### src/design/upstream_health_selector_unit_macros.svh
// Assertion macros for the upstream health selector.
// Used by upstream_health_selector_unit; clocked on clk_i, reset by rst_ni.
`ifndef UPSTREAM_HEALTH_SELECTOR_UNIT_MACROS_SVH
`define UPSTREAM_HEALTH_SELECTOR_UNIT_MACROS_SVH
`ifndef NO_ASSERTIONS
// Check a property outside of reset.
`define UHS_ASSERT(lbl, prop, msg) \
  lbl: assert property (@(posedge clk_i) disable iff (!rst_ni) prop) else $error(msg);
// Check a property at every edge, reset included.
`define UHS_ASSERT_ALWAYS(lbl, prop, msg) \
  lbl: assert property (@(posedge clk_i) prop) else $error(msg);
`else
`define UHS_ASSERT(lbl, prop, msg)
`define UHS_ASSERT_ALWAYS(lbl, prop, msg)
`endif
`endif

### src/design/uhs_pkg.sv
// Types and constants for the upstream health selector.
// No dependencies; imported by upstream_health_selector_unit.
`default_nettype none
package uhs_pkg;

  // Request kinds
  localparam logic [1:0] KIND_SELECT  = 2'd0;
  localparam logic [1:0] KIND_FAILURE = 2'd1;
  localparam logic [1:0] KIND_SUCCESS = 2'd2;

  // Configuration register indexes
  localparam logic [2:0] CFG_ERROR_TIMEOUT  = 3'd0;
  localparam logic [2:0] CFG_REVIVE_TIMEOUT = 3'd1;
  localparam logic [2:0] CFG_ERR_LIMIT      = 3'd2;
  localparam logic [2:0] CFG_SELECT_MODE    = 3'd3;
  localparam logic [2:0] CFG_ENTRY_COUNT    = 3'd4;
  localparam logic [2:0] CFG_PRIORITIES     = 3'd5;

  // Configuration reset values
  localparam logic [31:0] RST_ERROR_TIMEOUT  = 32'd10;
  localparam logic [31:0] RST_REVIVE_TIMEOUT = 32'd60;
  localparam logic [7:0]  RST_ERR_LIMIT      = 8'd10;
  localparam logic        RST_SELECT_MODE    = 1'b0;
  localparam logic [3:0]  RST_ENTRY_COUNT    = 4'd8;
  localparam logic [63:0] RST_PRIORITIES     = 64'h0101_0101_0101_0101;

  localparam logic        MODE_ROUND_ROBIN = 1'b0;
  localparam logic [7:0]  ERR_COUNT_MAX    = 8'hFF;
  localparam logic [15:0] WEIGHT_MIN       = 16'h8000;

  typedef struct packed {
    logic [1:0]  kind;
    logic [2:0]  entry_index;
    logic [31:0] now;
  } uhs_req_t;

  typedef struct packed {
    logic [2:0]         selected_index;
    logic signed [15:0] selected_weight;
  } uhs_res_t;

endpackage
`default_nettype wire

### src/design/upstream_health_selector_unit.sv
// Channel    | Ports                              | Handshake
// request    | req_i                              | start high while busy low
// result     | res_o                              | res_valid_o, one cycle, no stall
// config     | cfg_we_i, cfg_idx_i, cfg_wdata_i   | write when cfg_we_i high
//
// A failure or success report updates its entry. A select scans the entries in
// use, revives all if every entry is dead, then picks; in round robin, if no
// weight is positive, it reloads weights from priorities and picks again. One
// 32-bit subtract serves the scan and one 16-bit signed compare serves pick and
// reload, one entry per cycle. Reset is asynchronous; the table clears at once.
// The result is shown for one cycle and the receiver cannot hold it.
//
// Health and weight table for a small set of servers with selection logic.
// Depends on uhs_pkg and upstream_health_selector_unit_macros.svh.
`default_nettype none
`include "upstream_health_selector_unit_macros.svh"
module upstream_health_selector_unit
  import uhs_pkg::*;
#(
  parameter int MAX_ENTRIES = 8
) (
  input  wire logic        clk_i,
  input  wire logic        rst_ni,
  input  wire logic        start,
  output logic             busy,
  input  wire uhs_req_t    req_i,
  output logic             res_valid_o,
  output uhs_res_t         res_o,
  input  wire logic        cfg_we_i,
  input  wire logic [2:0]  cfg_idx_i,
  input  wire logic [63:0] cfg_wdata_i
);

  localparam int IW = $clog2(MAX_ENTRIES);
  localparam int CW = $clog2(MAX_ENTRIES + 1);
  localparam int PW = (CW > 3) ? CW : 3;

  typedef enum logic [2:0] {
    ST_IDLE,
    ST_REPORT,
    ST_SCAN,
    ST_REVIVE,
    ST_PICK,
    ST_RELOAD
  } state_e;

  // Configuration
  logic [31:0] err_timeout_q;
  logic [31:0] rev_timeout_q;
  logic [7:0]  err_limit_q;
  logic        mode_q;
  logic [3:0]  entry_count_q;
  logic [63:0] prio_q;

  always_ff @(posedge clk_i or negedge rst_ni) begin
    if (!rst_ni) begin
      err_timeout_q <= RST_ERROR_TIMEOUT;
      rev_timeout_q <= RST_REVIVE_TIMEOUT;
      err_limit_q   <= RST_ERR_LIMIT;
      mode_q        <= RST_SELECT_MODE;
      entry_count_q <= RST_ENTRY_COUNT;
      prio_q        <= RST_PRIORITIES;
    end else if (cfg_we_i) begin
      case (cfg_idx_i)
        CFG_ERROR_TIMEOUT:  err_timeout_q <= cfg_wdata_i[31:0];
        CFG_REVIVE_TIMEOUT: rev_timeout_q <= cfg_wdata_i[31:0];
        CFG_ERR_LIMIT:      err_limit_q   <= cfg_wdata_i[7:0];
        CFG_SELECT_MODE:    mode_q        <= cfg_wdata_i[0];
        CFG_ENTRY_COUNT:    entry_count_q <= cfg_wdata_i[3:0];
        CFG_PRIORITIES:     prio_q        <= cfg_wdata_i;
        default: ;
      endcase
    end
  end

  // Entry table
  logic                dead_q   [MAX_ENTRIES];
  logic [7:0]          err_q    [MAX_ENTRIES];
  logic [31:0]         stamp_q  [MAX_ENTRIES];
  logic signed [15:0]  wgt_q    [MAX_ENTRIES];

  // Sequencer state
  state_e             state_q;
  logic [PW-1:0]      ptr_q;
  logic               is_fail_q;
  logic [31:0]        now_q;
  logic               any_alive_q;
  logic signed [15:0] best_q;
  logic [PW-1:0]      sel_q;
  logic               res_valid_q;
  uhs_res_t           res_q;

  logic [PW-1:0]      n_used;
  logic [IW-1:0]      idx;
  logic               in_range;
  logic               cur_dead;
  logic [7:0]         cur_err;
  logic [31:0]        cur_stamp;
  logic signed [15:0] cur_wgt;
  logic [7:0]         cur_prio;
  logic [31:0]        elapsed;
  logic signed [15:0] cand;
  logic               take;

  logic               tbl_we;
  logic               dead_d;
  logic [7:0]         err_d;
  logic [31:0]        stamp_d;
  logic signed [15:0] wgt_d;

  always_comb begin
    if (32'(entry_count_q) > 32'(MAX_ENTRIES)) begin
      n_used = PW'(MAX_ENTRIES);
    end else begin
      n_used = PW'(entry_count_q);
    end
  end

  assign idx       = ptr_q[IW-1:0];
  assign in_range  = ptr_q < n_used;
  assign cur_dead  = dead_q[idx];
  assign cur_err   = err_q[idx];
  assign cur_stamp = stamp_q[idx];
  assign cur_wgt   = wgt_q[idx];
  // Entries past the eighth have no priority byte.
  assign cur_prio  = (32'(ptr_q) < 32'd8) ? prio_q[{ptr_q[2:0], 3'b000} +: 8] : 8'd0;
  assign elapsed   = now_q - cur_stamp;

  assign cand = (state_q == ST_RELOAD || mode_q != MODE_ROUND_ROBIN)
                ? $signed({8'd0, cur_prio}) : cur_wgt;
  assign take = in_range && !cur_dead && (cand > best_q);

  always_comb begin
    tbl_we  = 1'b0;
    dead_d  = cur_dead;
    err_d   = cur_err;
    stamp_d = cur_stamp;
    wgt_d   = cur_wgt;
    case (state_q)
      ST_REPORT: begin
        tbl_we = 1'b1;
        if (is_fail_q) begin
          if (cur_err == 8'd0 && !cur_dead) begin
            stamp_d = now_q;
          end
          if (cur_err != ERR_COUNT_MAX) begin
            err_d = cur_err + 8'd1;
          end
        end else begin
          if (cur_err != 8'd0) begin
            err_d   = 8'd0;
            stamp_d = 32'd0;
          end
          if (cur_wgt != $signed(WEIGHT_MIN)) begin
            wgt_d = cur_wgt - 16'sd1;
          end
        end
      end
      ST_SCAN: begin
        if (in_range) begin
          tbl_we = 1'b1;
          if (cur_dead) begin
            if (elapsed >= rev_timeout_q) begin
              dead_d  = 1'b0;
              err_d   = 8'd0;
              stamp_d = 32'd0;
              wgt_d   = $signed({8'd0, cur_prio});
            end
          end else if (elapsed >= err_timeout_q && cur_err >= err_limit_q) begin
            dead_d  = 1'b1;
            stamp_d = now_q;
            wgt_d   = 16'sd0;
          end
        end
      end
      ST_REVIVE: begin
        if (in_range) begin
          tbl_we  = 1'b1;
          dead_d  = 1'b0;
          err_d   = 8'd0;
          stamp_d = 32'd0;
          wgt_d   = $signed({8'd0, cur_prio});
        end
      end
      ST_RELOAD: begin
        if (in_range) begin
          tbl_we = 1'b1;
          wgt_d  = $signed({8'd0, cur_prio});
        end
      end
      default: ;
    endcase
  end

  always_ff @(posedge clk_i or negedge rst_ni) begin
    if (!rst_ni) begin
      for (int i = 0; i < MAX_ENTRIES; i++) begin
        dead_q[i]  <= 1'b0;
        err_q[i]   <= 8'd0;
        stamp_q[i] <= 32'd0;
        wgt_q[i]   <= 16'sd0;
      end
    end else if (tbl_we) begin
      dead_q[idx]  <= dead_d;
      err_q[idx]   <= err_d;
      stamp_q[idx] <= stamp_d;
      wgt_q[idx]   <= wgt_d;
    end
  end

  always_ff @(posedge clk_i or negedge rst_ni) begin
    if (!rst_ni) begin
      state_q     <= ST_IDLE;
      ptr_q       <= '0;
      is_fail_q   <= 1'b0;
      now_q       <= 32'd0;
      any_alive_q <= 1'b0;
      best_q      <= 16'sd0;
      sel_q       <= '0;
      res_valid_q <= 1'b0;
      res_q       <= '0;
    end else begin
      res_valid_q <= 1'b0;
      case (state_q)
        ST_IDLE: begin
          if (start) begin
            case (req_i.kind)
              KIND_SELECT: begin
                now_q       <= req_i.now;
                ptr_q       <= '0;
                any_alive_q <= 1'b0;
                state_q     <= ST_SCAN;
              end
              KIND_FAILURE, KIND_SUCCESS: begin
                // Drop reports aimed past the table.
                if (32'(req_i.entry_index) < 32'(MAX_ENTRIES)) begin
                  now_q     <= req_i.now;
                  ptr_q     <= PW'(req_i.entry_index);
                  is_fail_q <= (req_i.kind == KIND_FAILURE);
                  state_q   <= ST_REPORT;
                end
              end
              default: ;
            endcase
          end
        end
        ST_REPORT: begin
          state_q <= ST_IDLE;
        end
        ST_SCAN: begin
          if (in_range) begin
            any_alive_q <= any_alive_q | !dead_d;
            ptr_q       <= ptr_q + PW'(1);
          end else begin
            ptr_q   <= '0;
            best_q  <= 16'sd0;
            sel_q   <= '0;
            state_q <= any_alive_q ? ST_PICK : ST_REVIVE;
          end
        end
        ST_REVIVE: begin
          if (in_range) begin
            ptr_q <= ptr_q + PW'(1);
          end else begin
            ptr_q   <= '0;
            state_q <= ST_PICK;
          end
        end
        ST_PICK: begin
          if (in_range) begin
            if (take) begin
              best_q <= cand;
              sel_q  <= ptr_q;
            end
            ptr_q <= ptr_q + PW'(1);
          end else if (mode_q == MODE_ROUND_ROBIN && best_q == 16'sd0) begin
            // No positive weight: reload from priorities and pick again.
            ptr_q   <= '0;
            state_q <= ST_RELOAD;
          end else begin
            res_valid_q          <= 1'b1;
            res_q.selected_index  <= sel_q[2:0];
            res_q.selected_weight <= best_q;
            state_q              <= ST_IDLE;
          end
        end
        ST_RELOAD: begin
          if (in_range) begin
            if (take) begin
              best_q <= cand;
              sel_q  <= ptr_q;
            end
            ptr_q <= ptr_q + PW'(1);
          end else begin
            res_valid_q          <= 1'b1;
            res_q.selected_index  <= sel_q[2:0];
            res_q.selected_weight <= best_q;
            state_q              <= ST_IDLE;
          end
        end
        default: begin
          state_q <= ST_IDLE;
        end
      endcase
    end
  end

  assign busy        = (state_q != ST_IDLE);
  assign res_valid_o = res_valid_q;
  assign res_o       = res_q;

  `UHS_ASSERT(a_result_after_work, res_valid_o |-> $past(busy), "result without prior work")
  `UHS_ASSERT(a_sel_busy, start && !busy && req_i.kind == KIND_SELECT |=> busy, "select dropped")
  `UHS_ASSERT(a_single_strobe, res_valid_o |=> !res_valid_o, "result strobe held two cycles")
  `UHS_ASSERT_ALWAYS(a_wgt_pos, res_valid_o |-> !res_o.selected_weight[15], "negative weight")

endmodule
`default_nettype wire
### config.mk
export PLATFORM = sky130hd
export DESIGN_NAME = upstream_health_selector_unit
export DESIGN_NICKNAME = d
export VERILOG_FILES = /design/src/design/uhs_pkg.sv /design/src/design/upstream_health_selector_unit.sv
export VERILOG_INCLUDE_DIRS = /design/src /design/src/design
export SDC_FILE = /design/constraint.sdc
export NUM_CORES = 2
export LEC_CHECK = 0
export ABC_CLOCK_PERIOD_IN_PS = 8300
export BUFFER_PORTS_ARGS = -buffer_cell sky130_fd_sc_hd__buf_2
export CAP_MARGIN = 15
export CORE_MARGIN = 5
export CORE_UTILIZATION = 50
export DETAILED_ROUTE_END_ITERATION = 6
export MAX_ROUTING_LAYER = met4
export PLACE_DENSITY = 0.73
export REMOVE_ABC_BUFFERS = 1
export SLEW_MARGIN = 30
export SYNTH_ARGS = -nofsm -noshare
export SYNTH_HDL_FRONTEND = slang
export SYNTH_SLANG_ARGS = --single-unit
### constraint.sdc
create_clock -name clk_i -period 8.3 [get_ports clk_i]
set_clock_uncertainty 0.15 [all_clocks]
set_input_delay 0.415 -clock clk_i [delete_from_list [all_inputs] [get_ports clk_i]]
set_output_delay 0.415 -clock clk_i [all_outputs]
set_load 0.02 [all_outputs]
### After elaboration in Yosys (flattened, before gate mapping)

Index checks and enable logic that the tools add are counted.

* $mul: 0
* shift-type cells: 1
* muxes and demuxes: 96
* bitwise operators: 3
* reduce and logical (&&, ||, !) cells: 39
* equal/unequal tests: 27
* $lt $le $gt $ge: 9
* divide/modulo/power cells: 0
* add/subtract/negate cells: 4

Operators by type and width (number)
* $mux W32: 11
* $bwmux W256: 1
* $mux W16: 14
* $bwmux W128: 1
* $bmux W32 S3: 1
* $demux W32 S3: 1
* $pmux W32 S3: 1
* $mux W8: 11
* $bwmux W64: 1
* $ge A32 B32 Y1: 2
* $shiftx A64 B7 Y8: 1
* $mux W19: 3
* $bmux W16 S3: 1
* $demux W16 S3: 1
* $pmux W16 S3: 1
* $pmux W19 S2: 1
* $pmux W16 S2: 1
* $sub A32 B32 Y32: 1
* $mux W3: 10
* $bmux W8 S3: 1
* $demux W8 S3: 1
* $mux W4: 6
* $pmux W8 S3: 1
* $gt A16 B16 Y1: 1
* other kinds (50): 105

* memories kept: 0
* bits in writable memories: 0
* register bits after elaboration: 677
* word-level logic and storage cells: 227
* bits in read-only memories: 0
* latch bits: 0
* input bits: 108

### Logic depth before layout (Yosys ltp)

* depth in word-level cells: 15
* gate-level depth with buffers: 35
* gate-level depth less buffers: 27

### Least setup slack after synthesis

Ideal clock, no wire load.

* path type: flip-flop to flip-flop
* from: register ptr_q[1]
* to: register stamp_q[127] (netlist name)
* data arrival time: 7.032 ns
* stages on the path, launching flop included: 33
* required time: 8.020 ns
* setup slack: 0.989 ns
* setup time: 0.130 ns
* cells stage by stage: dfrtp_1 -> buf_6 -> buf_8 -> buf_4 -> buf_4 -> buf_4 -> nor3_1 -> clkbuf_1 -> clkbuf_1 -> clkbuf_1 -> a22oi_1 -> nand4_1 -> inv_1 -> ha_1 -> a21o_1 -> a221oi_1 -> o211ai_1 -> a21bo_2 -> a311oi_1 -> o31ai_1 -> a221oi_1 -> o21bai_1 -> xor2_1 -> ha_1 -> nand4_1 -> nor4_1 -> o2111ai_1 -> o211a_1 -> o21ai_0 -> o221ai_2 -> buf_6 -> a32oi_4 -> o21ai_2

* longest elaborated chain between the ends: 12
* elaborated cells between the ends (all ways): 37
* classes of those cells: add/sub: 1; order compare: 6; mux: 23; bitwise: 1; reduce/logical: 6

RTL lines
* start: declaration: RTL line upstream_health_selector_unit.sv:84 `logic [PW-1:0] ptr_q;`
* start signal: assignment: RTL line upstream_health_selector_unit.sv:238 `ptr_q <= PW'(req_i.entry_index);`
* start signal: assignment: RTL line upstream_health_selector_unit.sv:253 `ptr_q <= ptr_q + PW'(1);`
* start signal: assignment: RTL line upstream_health_selector_unit.sv:263 `ptr_q <= ptr_q + PW'(1);`
* $not A3 Y4 (implied by the code)
* $bmux W32 S3: RTL line upstream_health_selector_unit.sv:123 `assign cur_stamp = stamp_q[idx];`
* $mux W32 (implied by the code) (2 in series): RTL line upstream_health_selector_unit.sv:123
* $sub A32 B32 Y32: RTL line upstream_health_selector_unit.sv:127 `assign elapsed = now_q - cur_stamp;`
* $ge A32 B32 Y1: RTL line upstream_health_selector_unit.sv:169 `end else if (elapsed >= err_timeout_q && cur_err >= err_limit_q) begin`
* $logic_and A1 B1 Y1: RTL line upstream_health_selector_unit.sv:169
* $mux W32: RTL line upstream_health_selector_unit.sv:169
* $mux W32: RTL line upstream_health_selector_unit.sv:162 `if (cur_dead) begin`
* $mux W32: RTL line upstream_health_selector_unit.sv:160 `if (in_range) begin`
* $pmux W32 S3: RTL line upstream_health_selector_unit.sv:139 `case (state_q)`
* $bwmux W256: RTL line upstream_health_selector_unit.sv:206 `stamp_q[idx] <= stamp_d;`
* end signal: indexed assignment: RTL line upstream_health_selector_unit.sv:206
* end: declaration: RTL line upstream_health_selector_unit.sv:79 `logic [31:0] stamp_q [MAX_ENTRIES];`

Several ways; a longest one is shown, not always the timed one. The select of a mux whose other input is x is not followed.
A chain may end at the register's enable or synchronous reset.

### Worst setup path after layout

* from: register ptr_q[2]
* to: register stamp_q[254] (netlist name)

Same word-level chain as after synthesis.

==> flow_metrics.tcl <==
set metrics [dict create \
    wl_met3_mm 9.04 \
    ir_drop_mv 0.250 \
    htree_levels 3 \
    clock_sinks 677 \
    powerDensity_nw_per_um2 442 \
    worstRegToRegCells 27 \
    min_to "is_fail_q" \
    max_slew_margin 0.308 \
    synth_area_um2 33900 \
    cp_data_required_time_ns 8.65 \
    dpl_cell_area_um2 35600 \
    r2r_end "stamp_q[254]" \
    gp_congestion 0.964 \
    setup_viol 0 \
    nets 3752 \
    synth_ff_type "dfrtp_1" \
    wl_met2_mm 45.4 \
    clk_latency_ns 0.63 \
    drtAntennaViolNets 0 \
    critical_path_arrival_ns 8.37 \
    cts_tree "done" \
    first_pass_iters 6 \
    grt-ovfl-total 0 \
    start_util 0.504 \
    drc 0 \
    max_stage_delay_ns 0.63 \
    dr.max_layer_used "met4" \
    grt_pass1_vias 26600 \
    wl_mm 101 \
    drt-initial-drc-count 3121 \
    areaGrowthSynthToFinish_pct 15.7 \
    fin_setup_tns_ns 0 \
    min_delay_path_depth 3 \
    critical_path_class "reg -> reg" \
    rsz0062_at_grt "no" \
    clockRootBuffer "clkbuf_16" \
    clk_pin_slew_worst_paths_ns 0.06 \
    hold_viol 0 \
    place_hpwl_mm 67.4 \
    rows 95 \
    hold_path_class "in -> reg" \
    clk_path_buf_depth 3 \
    regToRegStartpoint "ptr_q[2]" \
    synth_top_family_by_area "compound AO/OA/AOI/OAI gates" \
    grt_max_degree 115 \
    critPathMaxFanout 22 \
    grt_usage 0.283 \
    synth_xor_area_frac 0.00802 \
    die_area_um2 73000 \
    grt_pass1_wl_mm 159 \
    rrSetupSlack_ns 0.28 \
    p_leak_uw 0.0172 \
    slowest_stage "dfrtp_4" \
    core_area_um2 67200 \
    vias 27200 \
    hp-start "start" \
    vias_per_cell 6.11 \
    synth-simple-area-share 0.115 \
    period_share 0.966 \
    antenna_found_initial 7 \
    die_x_um 270 \
    drive_gt1_frac 0.169 \
    postLayoutCellArea_um2 39200 \
    tightest_slew_ns 1.01 \
    worst_path_most_repeated_cell "o21ai_0" \
    fmax_mhz 125 \
    ys_ff_latch 677 \
    maxCapViolations 0 \
    synth_edf_count 0 \
    drv_slew 0 \
    synth_compound_area_frac 0.213 \
    synth_mux_area_frac 0.0707 \
    synth_area_per_cell_um2 10.1 \
    synth_fa_ha_area_frac 0.0490 \
    syn_inst 3350 \
    yosys.cell_types.count 95 \
    status "complete, no violations" \
    multi_input_area_um2 15700 \
    cts_buffers 74 \
    synth_seq_area_share 0.501 \
    ios 129 \
    seq_area_um2 17000 \
    met1_length_mm 44.0 \
    yosysWarnings 0 \
    wire_per_inst_um 22.8 \
    cp-start-kind "register" \
    io_buffers 128 \
    fill_cells 5502 \
    die_h_um 270 \
    end_kind "register" \
    async_flop_share 1.00 \
    fin_crit_ns 8.02 \
]
cell families after synthesis:
kind of cell    after synthesis
compound gates             1063
simple gates                897
fa+ha+maj                   132
flops                       677
xor+xnor                     31
mux                         191
buf+inv                     359
layer usage:
metal  vias up  track usage
met5         -            -
met4         0       0.0832
met3       203       0.0533
met2      1226        0.421
met1     13400        0.399
li1      12300            -
flip-flops by register name, indices dropped and copies added, names as in the netlist:
signal / cells
entry_count_q: 4
now_q: 32
state_q: 3
prio_q: 64
res_valid_o: 1
ptr_q: 4
is_fail_q: 1
err_q: 64
rev_timeout_q: 32
sel_q: 3
best_q: 16
stamp_q: 256
any_alive_q: 1
err_limit_q: 8
dead_q: 8
mode_q: 1
err_timeout_q: 32
wgt_q: 128
res_o: 19
where the power goes:
part	switching, uW	internal (uW)
Sequential	798	4360
Clock	1380	2120
Combinational	5610	3050
area by class of cell:
| cell class | instances | share of cell area |
|---|---|---|
| antenna | 7 | 0.000447 |
| clock buffer | 103 | 0.0555 |
| clock inverter | 27 | 0.0105 |
| inverter | 148 | 0.0142 |
| multi-input combinational | 2314 | 0.400 |
| sequential | 677 | 0.433 |
| tap | 873 | 0.0279 |
| timing repair buffer | 297 | 0.0588 |
worst max-delay path, delay by kind of cell, from the launching register on:
kind	cells	cell delay, ns
compound gates	15	3.90
buf+inv	5	1.40
simple gates	4	0.90
fa+ha+maj	2	0.65
flops	1	0.63
xor+xnor	1	0.24
metrics by stage:
stage          hold WS, ns  instances  setup slack [ns]   util  total power [uW]
2_1_floorplan      -0.0306       3139             -4.76      -             10500
4_1_cts            0.00359       4437             0.205  0.582             17100
3_5_place_dp         0.315       4210             0.247  0.530             13500
3_3_place_gp         0.304       4208             0.344  0.528             13300
5_1_grt             0.0176       4446            0.0268  0.583             18300
6_report            0.0217       4446             0.284  0.583             17300
Yosys cell counts, types with 16 or more instances:
library cell,n,area [um2]
buf_2,22,110
nor3_1,16,80.1
a21o_1,43,323
nor2_1,125,469
nand4_1,33,206
and3_1,17,106
nor2b_1,18,113
a31oi_1,30,188
mux2_2,142,1600
a22o_1,23,201
a21oi_1,126,631
o22ai_1,17,106
o21ai_1,37,185
ha_1,131,1640
nand2_1,582,2180
a221oi_1,41,359
and2_1,21,131
a32oi_4,30,826
dfrtp_1,660,16500
o21ai_0,486,2430
mux4_2,23,518
a22oi_1,102,766
dfstp_2,17,447
xnor2_1,19,166
mux2i_1,25,250
clkbuf_1,162,608
inv_1,146,548
a41oi_1,16,140
how the worst max path moves through the flow:
stage	start	to	slack, ns	depth (start not counted)
after floorplan	ptr_q[2]	stamp_q[64]	-4.76	24
after detailed placement	ptr_q[0]	wgt_q[4]	0.25	26
final	ptr_q[2]	stamp_q[254]	0.28	27
after global routing	ptr_q[2]	stamp_q[118]	0.03	29
after CTS	ptr_q[0]	wgt_q[52]	0.21	26
after global placement	ptr_q[2]	wgt_q[100]	0.34	27
placed cells by master (no fill, tap or decap), drive strengths merged, types with 23 or more instances in the layout:
master / Yosys / final
buf: 49 / 200
clkbuf: 162 / 103
mux2i: 25 / 25
a31oi: 30 / 30
ha: 131 / 131
a21oi: 128 / 128
nand4: 33 / 33
a21o: 43 / 43
mux2: 142 / 142
a32oi: 34 / 34
a22oi: 103 / 103
nor2: 126 / 126
nand2: 582 / 582
mux4: 24 / 24
dfrtp: 660 / 660
a22o: 23 / 23
and2: 25 / 25
dlygate4sd3: 0 / 97
o21ai: 533 / 533
inv: 147 / 150
a221oi: 43 / 43
timing repair:
item	CTS	global route
setup endpoints to repair	0	209
buffers inserted	0	2
hold buffers	97	0
hold endpoints to repair	244	0
resized for setup	0	4
Power figures use the tool's default switching activity.
